## src/sv/sm83_pkg.sv

```systemverilog
// ----------------------------------------------------------------------------
// SM83 subset execute package
// Shared types, opcode codes and field widths for the instruction executor.
// ----------------------------------------------------------------------------
package sm83_pkg;

  localparam int unsigned ByteW  = 8;
  localparam int unsigned WordW  = 16;
  localparam int unsigned CycW   = 2;
  localparam int unsigned FlagW  = 4;
  localparam int unsigned InDataW  = 24;
  localparam int unsigned OutDataW = 48;

  // Opcodes of the supported subset.
  localparam logic [7:0] OpNop     = 8'h00;
  localparam logic [7:0] OpJrNz    = 8'h20;
  localparam logic [7:0] OpLdCImm  = 8'h0E;
  localparam logic [7:0] OpLdAImm  = 8'h3E;
  localparam logic [7:0] OpLdhCA   = 8'hE2;
  localparam logic [7:0] OpIncC    = 8'h0C;
  localparam logic [7:0] OpLdHlA   = 8'h77;
  localparam logic [7:0] OpLdhImmA = 8'hE0;
  localparam logic [7:0] OpLdDeImm = 8'h11;
  localparam logic [7:0] OpLdHlImm = 8'h21;
  localparam logic [7:0] OpLdSpImm = 8'h31;
  localparam logic [7:0] OpLdHlDec = 8'h32;
  localparam logic [7:0] OpXorA    = 8'hAF;
  localparam logic [7:0] OpLdLB    = 8'h68;
  localparam logic [7:0] OpPrefixCb = 8'hCB;
  localparam logic [7:0] CbBit7H   = 8'h7C;

  localparam logic [7:0] IoPageHigh = 8'hFF;

  // Flag bit positions.
  localparam int unsigned FlagZ = 3;
  localparam int unsigned FlagN = 2;
  localparam int unsigned FlagH = 1;
  localparam int unsigned FlagC = 0;

  localparam logic StatusOk  = 1'b0;
  localparam logic StatusBad = 1'b1;

  typedef struct packed {
    logic [ByteW-1:0] a;
    logic [ByteW-1:0] b;
    logic [ByteW-1:0] c;
    logic [ByteW-1:0] d;
    logic [ByteW-1:0] e;
    logic [ByteW-1:0] h;
    logic [ByteW-1:0] l;
    logic [FlagW-1:0] flags;
    logic [WordW-1:0] pc;
    logic [WordW-1:0] sp;
  } arch_t;

  typedef struct packed {
    logic [ByteW-1:0] opcode;
    logic [ByteW-1:0] operand_low;
    logic [ByteW-1:0] operand_high;
  } item_t;

  typedef struct packed {
    logic [WordW-1:0] next_pc;
    logic [CycW-1:0]  machine_cycles;
    logic             write_valid;
    logic [WordW-1:0] write_address;
    logic [ByteW-1:0] write_data;
    logic [FlagW-1:0] flags_now;
    logic             status;
  } result_t;

endpackage

```

## src/sv/sm83_exec.sv

```systemverilog
// ----------------------------------------------------------------------------
// SM83 subset execute logic
// Decodes one instruction and computes the next architectural state and the
// result item from the current state.
// ----------------------------------------------------------------------------
module sm83_exec
  import sm83_pkg::*;
(
  input  arch_t   cur_i,
  input  item_t   item_i,
  output arch_t   nxt_o,
  output result_t res_o
);

  logic [WordW-1:0] hl;
  logic [WordW-1:0] step;
  logic [ByteW-1:0] c_inc;
  logic             bad;

  assign hl    = {cur_i.h, cur_i.l};
  assign c_inc = cur_i.c + 8'd1;

  always_comb begin
    nxt_o = cur_i;
    res_o = '0;
    step  = '0;
    bad   = 1'b0;
    unique case (item_i.opcode)
      OpNop: begin
        step = 16'd1;
        res_o.machine_cycles = 2'd1;
      end
      OpJrNz: begin
        if (!cur_i.flags[FlagZ]) begin
          step = 16'd2 + {{ByteW{item_i.operand_low[ByteW-1]}}, item_i.operand_low};
          res_o.machine_cycles = 2'd3;
        end else begin
          step = 16'd2;
          res_o.machine_cycles = 2'd2;
        end
      end
      OpLdCImm: begin
        nxt_o.c = item_i.operand_low;
        step = 16'd2;
        res_o.machine_cycles = 2'd2;
      end
      OpLdAImm: begin
        nxt_o.a = item_i.operand_low;
        step = 16'd2;
        res_o.machine_cycles = 2'd2;
      end
      OpLdhCA: begin
        res_o.write_valid   = 1'b1;
        res_o.write_address = {IoPageHigh, cur_i.c};
        res_o.write_data    = cur_i.a;
        step = 16'd1;
        res_o.machine_cycles = 2'd2;
      end
      OpIncC: begin
        nxt_o.c = c_inc;
        nxt_o.flags[FlagZ] = (c_inc == '0);
        nxt_o.flags[FlagN] = 1'b0;
        nxt_o.flags[FlagH] = (cur_i.c[3:0] == 4'hF);
        step = 16'd1;
        res_o.machine_cycles = 2'd1;
      end
      OpLdHlA: begin
        res_o.write_valid   = 1'b1;
        res_o.write_address = hl;
        res_o.write_data    = cur_i.a;
        step = 16'd1;
        res_o.machine_cycles = 2'd2;
      end
      OpLdhImmA: begin
        res_o.write_valid   = 1'b1;
        res_o.write_address = {IoPageHigh, item_i.operand_low};
        res_o.write_data    = cur_i.a;
        step = 16'd2;
        res_o.machine_cycles = 2'd3;
      end
      OpLdDeImm: begin
        nxt_o.d = item_i.operand_high;
        nxt_o.e = item_i.operand_low;
        step = 16'd3;
        res_o.machine_cycles = 2'd3;
      end
      OpLdHlImm: begin
        nxt_o.h = item_i.operand_high;
        nxt_o.l = item_i.operand_low;
        step = 16'd3;
        res_o.machine_cycles = 2'd3;
      end
      OpLdSpImm: begin
        nxt_o.sp = {item_i.operand_high, item_i.operand_low};
        step = 16'd3;
        res_o.machine_cycles = 2'd3;
      end
      OpLdHlDec: begin
        res_o.write_valid   = 1'b1;
        res_o.write_address = hl;
        res_o.write_data    = cur_i.a;
        {nxt_o.h, nxt_o.l}  = hl - 16'd1;
        step = 16'd1;
        res_o.machine_cycles = 2'd2;
      end
      OpXorA: begin
        nxt_o.a     = '0;
        nxt_o.flags = '0;
        nxt_o.flags[FlagZ] = 1'b1;
        step = 16'd1;
        res_o.machine_cycles = 2'd1;
      end
      OpLdLB: begin
        nxt_o.l = cur_i.b;
        step = 16'd1;
        res_o.machine_cycles = 2'd1;
      end
      OpPrefixCb: begin
        if (item_i.operand_low == CbBit7H) begin
          nxt_o.flags[FlagZ] = ~cur_i.h[ByteW-1];
          nxt_o.flags[FlagN] = 1'b0;
          nxt_o.flags[FlagH] = 1'b1;
          step = 16'd2;
          res_o.machine_cycles = 2'd2;
        end else begin
          bad = 1'b1;
        end
      end
      default: begin
        bad = 1'b1;
      end
    endcase

    // An unsupported instruction leaves every register as it was.
    if (bad) begin
      nxt_o = cur_i;
      res_o = '0;
    end else begin
      nxt_o.pc = cur_i.pc + step;
    end
    res_o.next_pc   = nxt_o.pc;
    res_o.flags_now = nxt_o.flags;
    res_o.status    = bad ? StatusBad : StatusOk;
  end

endmodule

```

## src/sv/sm83_arch.sv

```systemverilog
// ----------------------------------------------------------------------------
// SM83 subset architectural state
// Register file, flags, program counter and stack pointer, updated once per
// executed instruction.
// ----------------------------------------------------------------------------
module sm83_arch
  import sm83_pkg::*;
(
  input  logic  clk_i,
  input  logic  rst_ni,
  input  logic  update_i,
  input  arch_t nxt_i,
  output arch_t cur_o
);

  arch_t state_q;

  always_ff @(posedge clk_i or negedge rst_ni) begin
    if (!rst_ni) begin
      state_q <= '0;
    end else if (update_i) begin
      state_q <= nxt_i;
    end
  end

  assign cur_o = state_q;

endmodule

```

## src/sv/sm83_boot_subset_execute_top.sv

```systemverilog
// ----------------------------------------------------------------------------
// SM83 boot subset execute top level
// A result item passes through the input register and is then executed into the
// result register, from which it is offered to the sink. Throughput: one
// instruction per cycle while the sink does not stall the result register; the
// architectural state is updated in the same edge that loads the result
// register, so the next instruction sees it at once.
// Reset: asynchronous, active low; clears the register file, flags, PC and SP
// and empties the input and result stages.
// ----------------------------------------------------------------------------
module sm83_boot_subset_execute_top
  import sm83_pkg::*;
(
  input  logic                clk_i,
  input  logic                rst_ni,
  input  logic                s_axis_tvalid,
  output logic                s_axis_tready,
  // [7:0] opcode, [15:8] operand_low, [23:16] operand_high
  input  logic [InDataW-1:0]  s_axis_tdata,
  output logic                m_axis_tvalid,
  input  logic                m_axis_tready,
  // [15:0] next_pc, [17:16] machine_cycles, [18] write_valid,
  // [34:19] write_address, [42:35] write_data, [46:43] flags_now, [47] zero
  output logic [OutDataW-1:0] m_axis_tdata,
  // [0] status
  output logic                m_axis_tuser
);

  logic    in_valid_q, in_valid_d;
  item_t   in_item_q;
  logic    out_valid_q, out_valid_d;
  result_t out_res_q;
  logic    exec_en;
  arch_t   cur, nxt;
  result_t res;

  assign exec_en       = in_valid_q && (!out_valid_q || m_axis_tready);
  assign s_axis_tready = !in_valid_q || exec_en;

  assign in_valid_d  = s_axis_tready ? s_axis_tvalid : in_valid_q;
  assign out_valid_d = exec_en ? 1'b1 : (out_valid_q && !m_axis_tready);

  always_ff @(posedge clk_i or negedge rst_ni) begin
    if (!rst_ni) begin
      in_valid_q  <= 1'b0;
      out_valid_q <= 1'b0;
    end else begin
      in_valid_q  <= in_valid_d;
      out_valid_q <= out_valid_d;
    end
  end

  always_ff @(posedge clk_i) begin
    if (s_axis_tready && s_axis_tvalid) begin
      in_item_q.opcode       <= s_axis_tdata[7:0];
      in_item_q.operand_low  <= s_axis_tdata[15:8];
      in_item_q.operand_high <= s_axis_tdata[23:16];
    end
    if (exec_en) begin
      out_res_q <= res;
    end
  end

  sm83_arch u_arch (
    .clk_i    (clk_i),
    .rst_ni   (rst_ni),
    .update_i (exec_en),
    .nxt_i    (nxt),
    .cur_o    (cur)
  );

  sm83_exec u_exec (
    .cur_i  (cur),
    .item_i (in_item_q),
    .nxt_o  (nxt),
    .res_o  (res)
  );

  assign m_axis_tvalid = out_valid_q;
  assign m_axis_tdata  = {1'b0,
                          out_res_q.flags_now,
                          out_res_q.write_data,
                          out_res_q.write_address,
                          out_res_q.write_valid,
                          out_res_q.machine_cycles,
                          out_res_q.next_pc};
  assign m_axis_tuser  = out_res_q.status;

endmodule

```

## config.mk

```make
export PLATFORM = sky130hd
export DESIGN_NAME = sm83_boot_subset_execute_top
export DESIGN_NICKNAME = d
export VERILOG_FILES = /design/src/sv/sm83_pkg.sv /design/src/sv/sm83_exec.sv /design/src/sv/sm83_arch.sv /design/src/sv/sm83_boot_subset_execute_top.sv
export SDC_FILE = /design/constraint.sdc
export NUM_CORES = 1
export LEC_CHECK = 0
export BUFFER_PORTS_ARGS = -buffer_cell sky130_fd_sc_hd__buf_2
export CORE_ASPECT_RATIO = 0.8
export CORE_UTILIZATION = 50
export DETAILED_ROUTE_END_ITERATION = 7
export GPL_TIMING_DRIVEN = 1
export PLACE_DENSITY_LB_ADDON = 0.08
export SETUP_SLACK_MARGIN = 0.02
export SLEW_MARGIN = 30
export SYNTH_ARGS = -nofsm -noshare
export SYNTH_HDL_FRONTEND = slang
export SYNTH_SLANG_ARGS = --single-unit
```

## constraint.sdc

```tcl
create_clock -name clk_i -period 4.24 [get_ports clk_i]
set_input_delay 0.212 -clock clk_i [delete_from_list [all_inputs] [get_ports clk_i]]
set_output_delay 0.212 -clock clk_i [all_outputs]
set_load 0.01 [all_outputs]
```

* After elaboration in Yosys (flattened, before gate mapping)
Cells that the tools add are included.
** Storage, ports and cells
- Logic and storage cells :: 86
- Output and inout bits :: 51
- Register bits :: 126
- Input port bits :: 28
** Cells by class
- $add $sub $neg :: 4
- Bitwise gates (word level) :: 2
- Equality and inequality tests :: 16
- Reductions and logical operators :: 26
- Mux-type cells :: 20
** Operators with widths (count)
- 16-bit one-hot mux with 5 select lines :: 1
- 25-bit one-hot mux with 3 select lines :: 1
- 8-bit one-hot mux with 2 select lines :: 3
- 8-bit by 6-bit equality test with 1-bit output, second input constant :: 5
- 8-bit equality test, second input constant :: 4
- 16-bit 2-to-1 mux :: 2
- 8-bit by 7-bit equality test with 1-bit output, second input constant :: 3
- 8-bit one-hot mux with 3 select lines :: 1
- 16-bit adder :: 1
- 8-bit by 4-bit equality test with 1-bit output, second input constant :: 2
- 8-bit logical NOT :: 2
- 16-bit by 1-bit subtractor with 16-bit output, second input constant :: 1
- 14-bit OR reduction :: 1
- 3-bit AND reduction :: 4
- 2-bit one-hot mux with 5 select lines :: 1
- 3-bit by 8-bit adder with 9-bit output, first input constant :: 1
- 3-bit one-hot mux with 3 select lines :: 1
- 8-bit by 1-bit adder with 8-bit output, second input constant :: 1
- 8-bit by 5-bit equality test with 1-bit output, second input constant :: 1
- 4-bit OR reduction :: 2
- 7-bit OR reduction :: 1
- 2-bit nonzero test :: 3
- 3-bit OR reduction :: 2
- 1-bit 2-to-1 mux :: 5
- other kinds (12) :: 19

* Logic depth before layout (Yosys ltp)
- Depth after elaboration :: 5
- Mapped depth :: 14
- Mapped depth without buffers :: 13

* Cells and area by module
From an unflattened synthesis, not the netlist that was laid out.
** Unflattened totals
- Cells, all modules :: 787
- Area total of the unflattened synthesis :: 9502.9 um^2
** By module, submodules not included
- sm83_arch :: times used 1, area each 3814.9 um^2, cells each 194, seq. area each 2302.2 um^2
- sm83_exec :: times used 1, area each 3410.8 um^2, cells each 511, seq. area each 0.0 um^2
- sm83_boot_subset_execute_top :: times used 1, area each 2277.2 um^2, cells each 82, seq. area each 2212.1 um^2

* Least setup slack after synthesis
OpenSTA, ideal clock, no wires.
- Path type :: register to register
- Start :: reg in_item_q[16] in the netlist's numbering
- End :: reg out_res_q, in the netlist m_axis_tdata[14] (data pin)
- Setup slack :: 0.541 ns
- Stages on the path, launching flop included :: 15
- Data arrival time :: 3.439 ns
- Period minus slack after synthesis :: 3.699 ns
- Setup time :: 0.260 ns
- Buffers on the path :: 2
- Cells stage by stage :: edfxtp_1 clkbuf_1 or4b_2 or3_1 clkbuf_1 o2111ai_1 ha_1 inv_1 fa_1 nor2b_1 o31a_1 o31ai_1 a31oi_1 xor2_1 mux2_2
** RTL lines
- start, declared :: RTL line sm83_boot_subset_execute_top.sv:30 : item_t in_item_q;
- end signal, assigned :: RTL line sm83_boot_subset_execute_top.sv:60 : out_res_q <= res;
- end, declared :: RTL line sm83_boot_subset_execute_top.sv:32 : result_t out_res_q;

==> results.ini <==
[pwr]
swShare = 0.247
finalPower_w = 0.00299
ir_drop_uv = 285
p_int_w = 0.00226
p_clk_frac = 0.454
power.share.sequential = 0.465
pwr_density_cell_nw_per_um2 = 364
leakage_nw = 3.71
p_switching_w = 0.000739
pwr-share-comb = 0.081

[global_route]
grt_pass1_vias = 5302
grt_overflow = 0
grtUsageTotal = 0.269
grt_max_degree = 55
antenna_found_initial = 0
grt_pass1_wl_um = 28300

[worst_setup_path]
rr_worst_depth = 12
worstPathArrival_ns = 4.19
startpoint_type = flip-flop
crit_end = m_axis_tdata[12]
reg2reg_slack_ns = 0.32
crit_path_end_kind = flip-flop
cp_max_fo = 7
r2r-end = m_axis_tdata[12]
worstSetupPathType = reg -> reg
r2r-start = in_item_q[20]
critPathRequiredTime_ns = 4.51
critical_path.startpoint = in_item_q[20]

[drt]
drtPass1Iterations = 5
wire_per_inst_um = 19.0
drtAntennaViolNets = 0
routed_wl_um = 17800
vias_per_cell = 5.84
dr.first_iter.drc_count = 649
vias = 5482
post-route-drc-count = 0

[timing]
worstMarginPinSlew_ns = 0.849
fin_worst_skew_ns = 0.00979
rsz0062_at_grt = false
period_minus_slack_ns = 3.92
setup_ws_ns = 0.316
setup-tns-final_ns = 0
setup_viol = 0
post-route-period-util = 0.925
hold_viol = 0
max_freq_ghz = 0.255
maxSlewViolCount = 0
slew_headroom = 0.434

[final_layout]
layout.nets = 798
area_growth_pct = 22.0
design_area_um2 = 8230
drive_gt1_frac = 0.216
diodes = 0

[floorplan]
rows = 37
die_width_um = 132
die_h_um = 106
initial_core_util = 0.519
coreArea_um2 = 13000
io_pins = 79
dieArea_um2 = 14000

[cts]
insertion_delay_ns = 0.43
clock-sinks = 126
clk_pin_slew_ns = 0.06
cts_tree = built
cts_root_buf = clkbuf_16
cts_made_buffers = 17
clock_path_buffers = 2
htree_levels = 4
cts_setup_buffers = 0

[placed_design]
post-place-ws_ns = 0.330
place_area_um2 = 7420
hpwlAfterDp_um = 12000
place.gp.congestion = 0.914
port_buffers = 77

[yosys]
synth_edf_count = 72
syn_nets = 681
synth-seq-area-share = 0.520
syn_area_per_cell_um2 = 10.7
ys_ff_latch = 126
ys_types = 73
async_flop_share = 0.429
synth-main-ff-cell = edfxtp_1
syn_area_um2 = 6750
syn_inst = 633
synth.yosys.warnings = 0

[job]
cap_viol_max_count = 0

[status]
outcome = finished, final reports clean

[worst_hold_path]
hp-class = in -> reg

## stage by stage
step / utilization / cells / hold slack, ns
2_1_floorplan: - / 633 / -0.0836
3_3_place_gp: 0.571 / 880 / 0.389
3_5_place_dp: 0.571 / 880 / 0.390
4_1_cts: 0.633 / 938 / 0.0570
5_1_grt: 0.633 / 938 / 0.0837
6_report: 0.633 / 938 / 0.0688
## metal layers
layer,global-route usage,part of all wire
met1,0.403,0.49
met2,0.382,0.42
met4,0.109,0.019
met3,0.0529,0.072
met5,0,0
## power groups by stage
stage               Combinational, W  Clock, W  Sequential, W
floorplan                   0.000103         0        0.00142
global placement            0.000221         0        0.00141
global route                0.000264   0.00143        0.00140
finish                      0.000243   0.00136        0.00139
CTS                         0.000243   0.00137        0.00139
detailed placement          0.000224         0        0.00141
## synthesized netlist by cell type, types with 5 or more instances
cell | instances | area (um2)
a21oi_1 | 27 | 135
or3_1 | 7 | 43.8
edfxtp_1 | 72 | 2160
dfrtp_1 | 54 | 1350
a31oi_1 | 8 | 50.1
and3_1 | 9 | 56.3
clkbuf_1 | 21 | 78.8
nand2_1 | 51 | 191
o21ai_1 | 10 | 50.1
a2bb2oi_1 | 5 | 43.8
xnor2_1 | 9 | 78.8
o21a_1 | 5 | 37.5
buf_2 | 8 | 40.0
xor2_1 | 8 | 70.1
mux2_2 | 19 | 214
o21ai_0 | 29 | 145
a222oi_1 | 8 | 80.1
a2111oi_0 | 5 | 43.8
and2_1 | 10 | 62.6
nor3_1 | 17 | 85.1
nor2b_1 | 8 | 50.1
nand2b_1 | 7 | 43.8
nor2_1 | 45 | 169
mux2i_1 | 13 | 130
a21o_1 | 13 | 97.6
inv_1 | 34 | 128
o41ai_1 | 10 | 87.6
nand3_1 | 19 | 95.1
ha_1 | 19 | 238
o22ai_1 | 5 | 31.3
a22oi_1 | 6 | 45.0
## worst min path at each step
stage / slack (ns) / end / depth (start not counted) / startpoint
final: 0.07 / m_axis_tvalid / 3 / m_axis_tready
after global routing: 0.08 / m_axis_tvalid / 3 / m_axis_tready
after CTS: 0.06 / m_axis_tvalid / 3 / m_axis_tready
after detailed placement: 0.39 / in_item_q[7] / 1 / s_axis_tdata[23]
after global placement: 0.39 / in_item_q[7] / 1 / s_axis_tdata[23]
after floorplan: -0.08 / in_valid_q / 0 / rst_ni
## sequential cells by signal, summed over array words and instances, names as in the netlist
signal,cells
m_axis_tdata,47
u_arch.cur_o,52
in_valid_q,1
m_axis_tvalid,1
in_item_q,24
m_axis_tuser,1
## critical path, stage by stage (launching register included)
cell	delay [ns]
edfxtp_1	0.46
or4b_2	0.71
or3_1	0.44
o2111ai_1	0.24
ha_1	0.23
inv_1	0.06
fa_1	0.40
nor2b_1	0.18
o31a_1	0.20
o31ai_1	0.13
a2111oi_0	0.42
a211oi_1	0.11
o21ai_0	0.18
## cells in the final DEF (no fill, tap or decap), types with 6 or more instances in the layout
| master | synthesis | final |
|---|---|---|
| or3_1 | 7 | 7 |
| o41ai_1 | 10 | 10 |
| o21ai_0 | 29 | 29 |
| inv_1 | 34 | 34 |
| a22oi_1 | 6 | 6 |
| a21o_1 | 13 | 13 |
| buf_2 | 8 | 77 |
| dlygate4sd3_1 | 0 | 26 |
| o21ai_1 | 10 | 10 |
| nor2_1 | 45 | 45 |
| and2_1 | 10 | 10 |
| a31oi_1 | 8 | 8 |
| a21oi_1 | 27 | 27 |
| xnor2_1 | 9 | 9 |
| xor2_1 | 8 | 8 |
| clkbuf_16 | 0 | 17 |
| nand2b_1 | 7 | 7 |
| edfxtp_1 | 72 | 72 |
| mux2i_1 | 13 | 13 |
| dfrtp_1 | 54 | 54 |
| ha_1 | 19 | 19 |
| nor3_1 | 17 | 17 |
| buf_4 | 1 | 27 |
| nand2_1 | 51 | 51 |
| mux2_2 | 19 | 19 |
| nor2b_1 | 8 | 8 |
| a222oi_1 | 8 | 8 |
| nand3_1 | 19 | 19 |
| and3_1 | 9 | 9 |
## timing repair
action | in CTS | in global routing
setup endpoints to repair | 0 | 0
hold buffers | 26 | 0
endpoints found under the hold margin | 79 | 0
resized for setup | 0 | 0
## cell families after synthesis
| kind of cell | after synthesis | synth area share |
|---|---|---|
| AOI/OAI and AO/OA | 163 | 0.171 |
| adders and majority gates | 20 | 0.0382 |
| and+or+nand+nor | 205 | 0.156 |
| other | 1 | 0.000556 |
| DFF | 126 | 0.520 |
| muxes | 33 | 0.0526 |
| buffers and inverters | 68 | 0.0399 |
| xor gates and xnor gates | 17 | 0.0221 |
## cell type report
cell class / instances / area [um2]
clock inverters: 14 / 121
inverters: 36 / 135
flip-flops and latches: 126 / 3510
well taps: 175 / 219
multi-input cells: 439 / 2970
clock buffers: 18 / 429
fillers: 1056 / 4770
repair buffers: 130 / 848
Note: power is estimated with default switching activity, not from simulation.
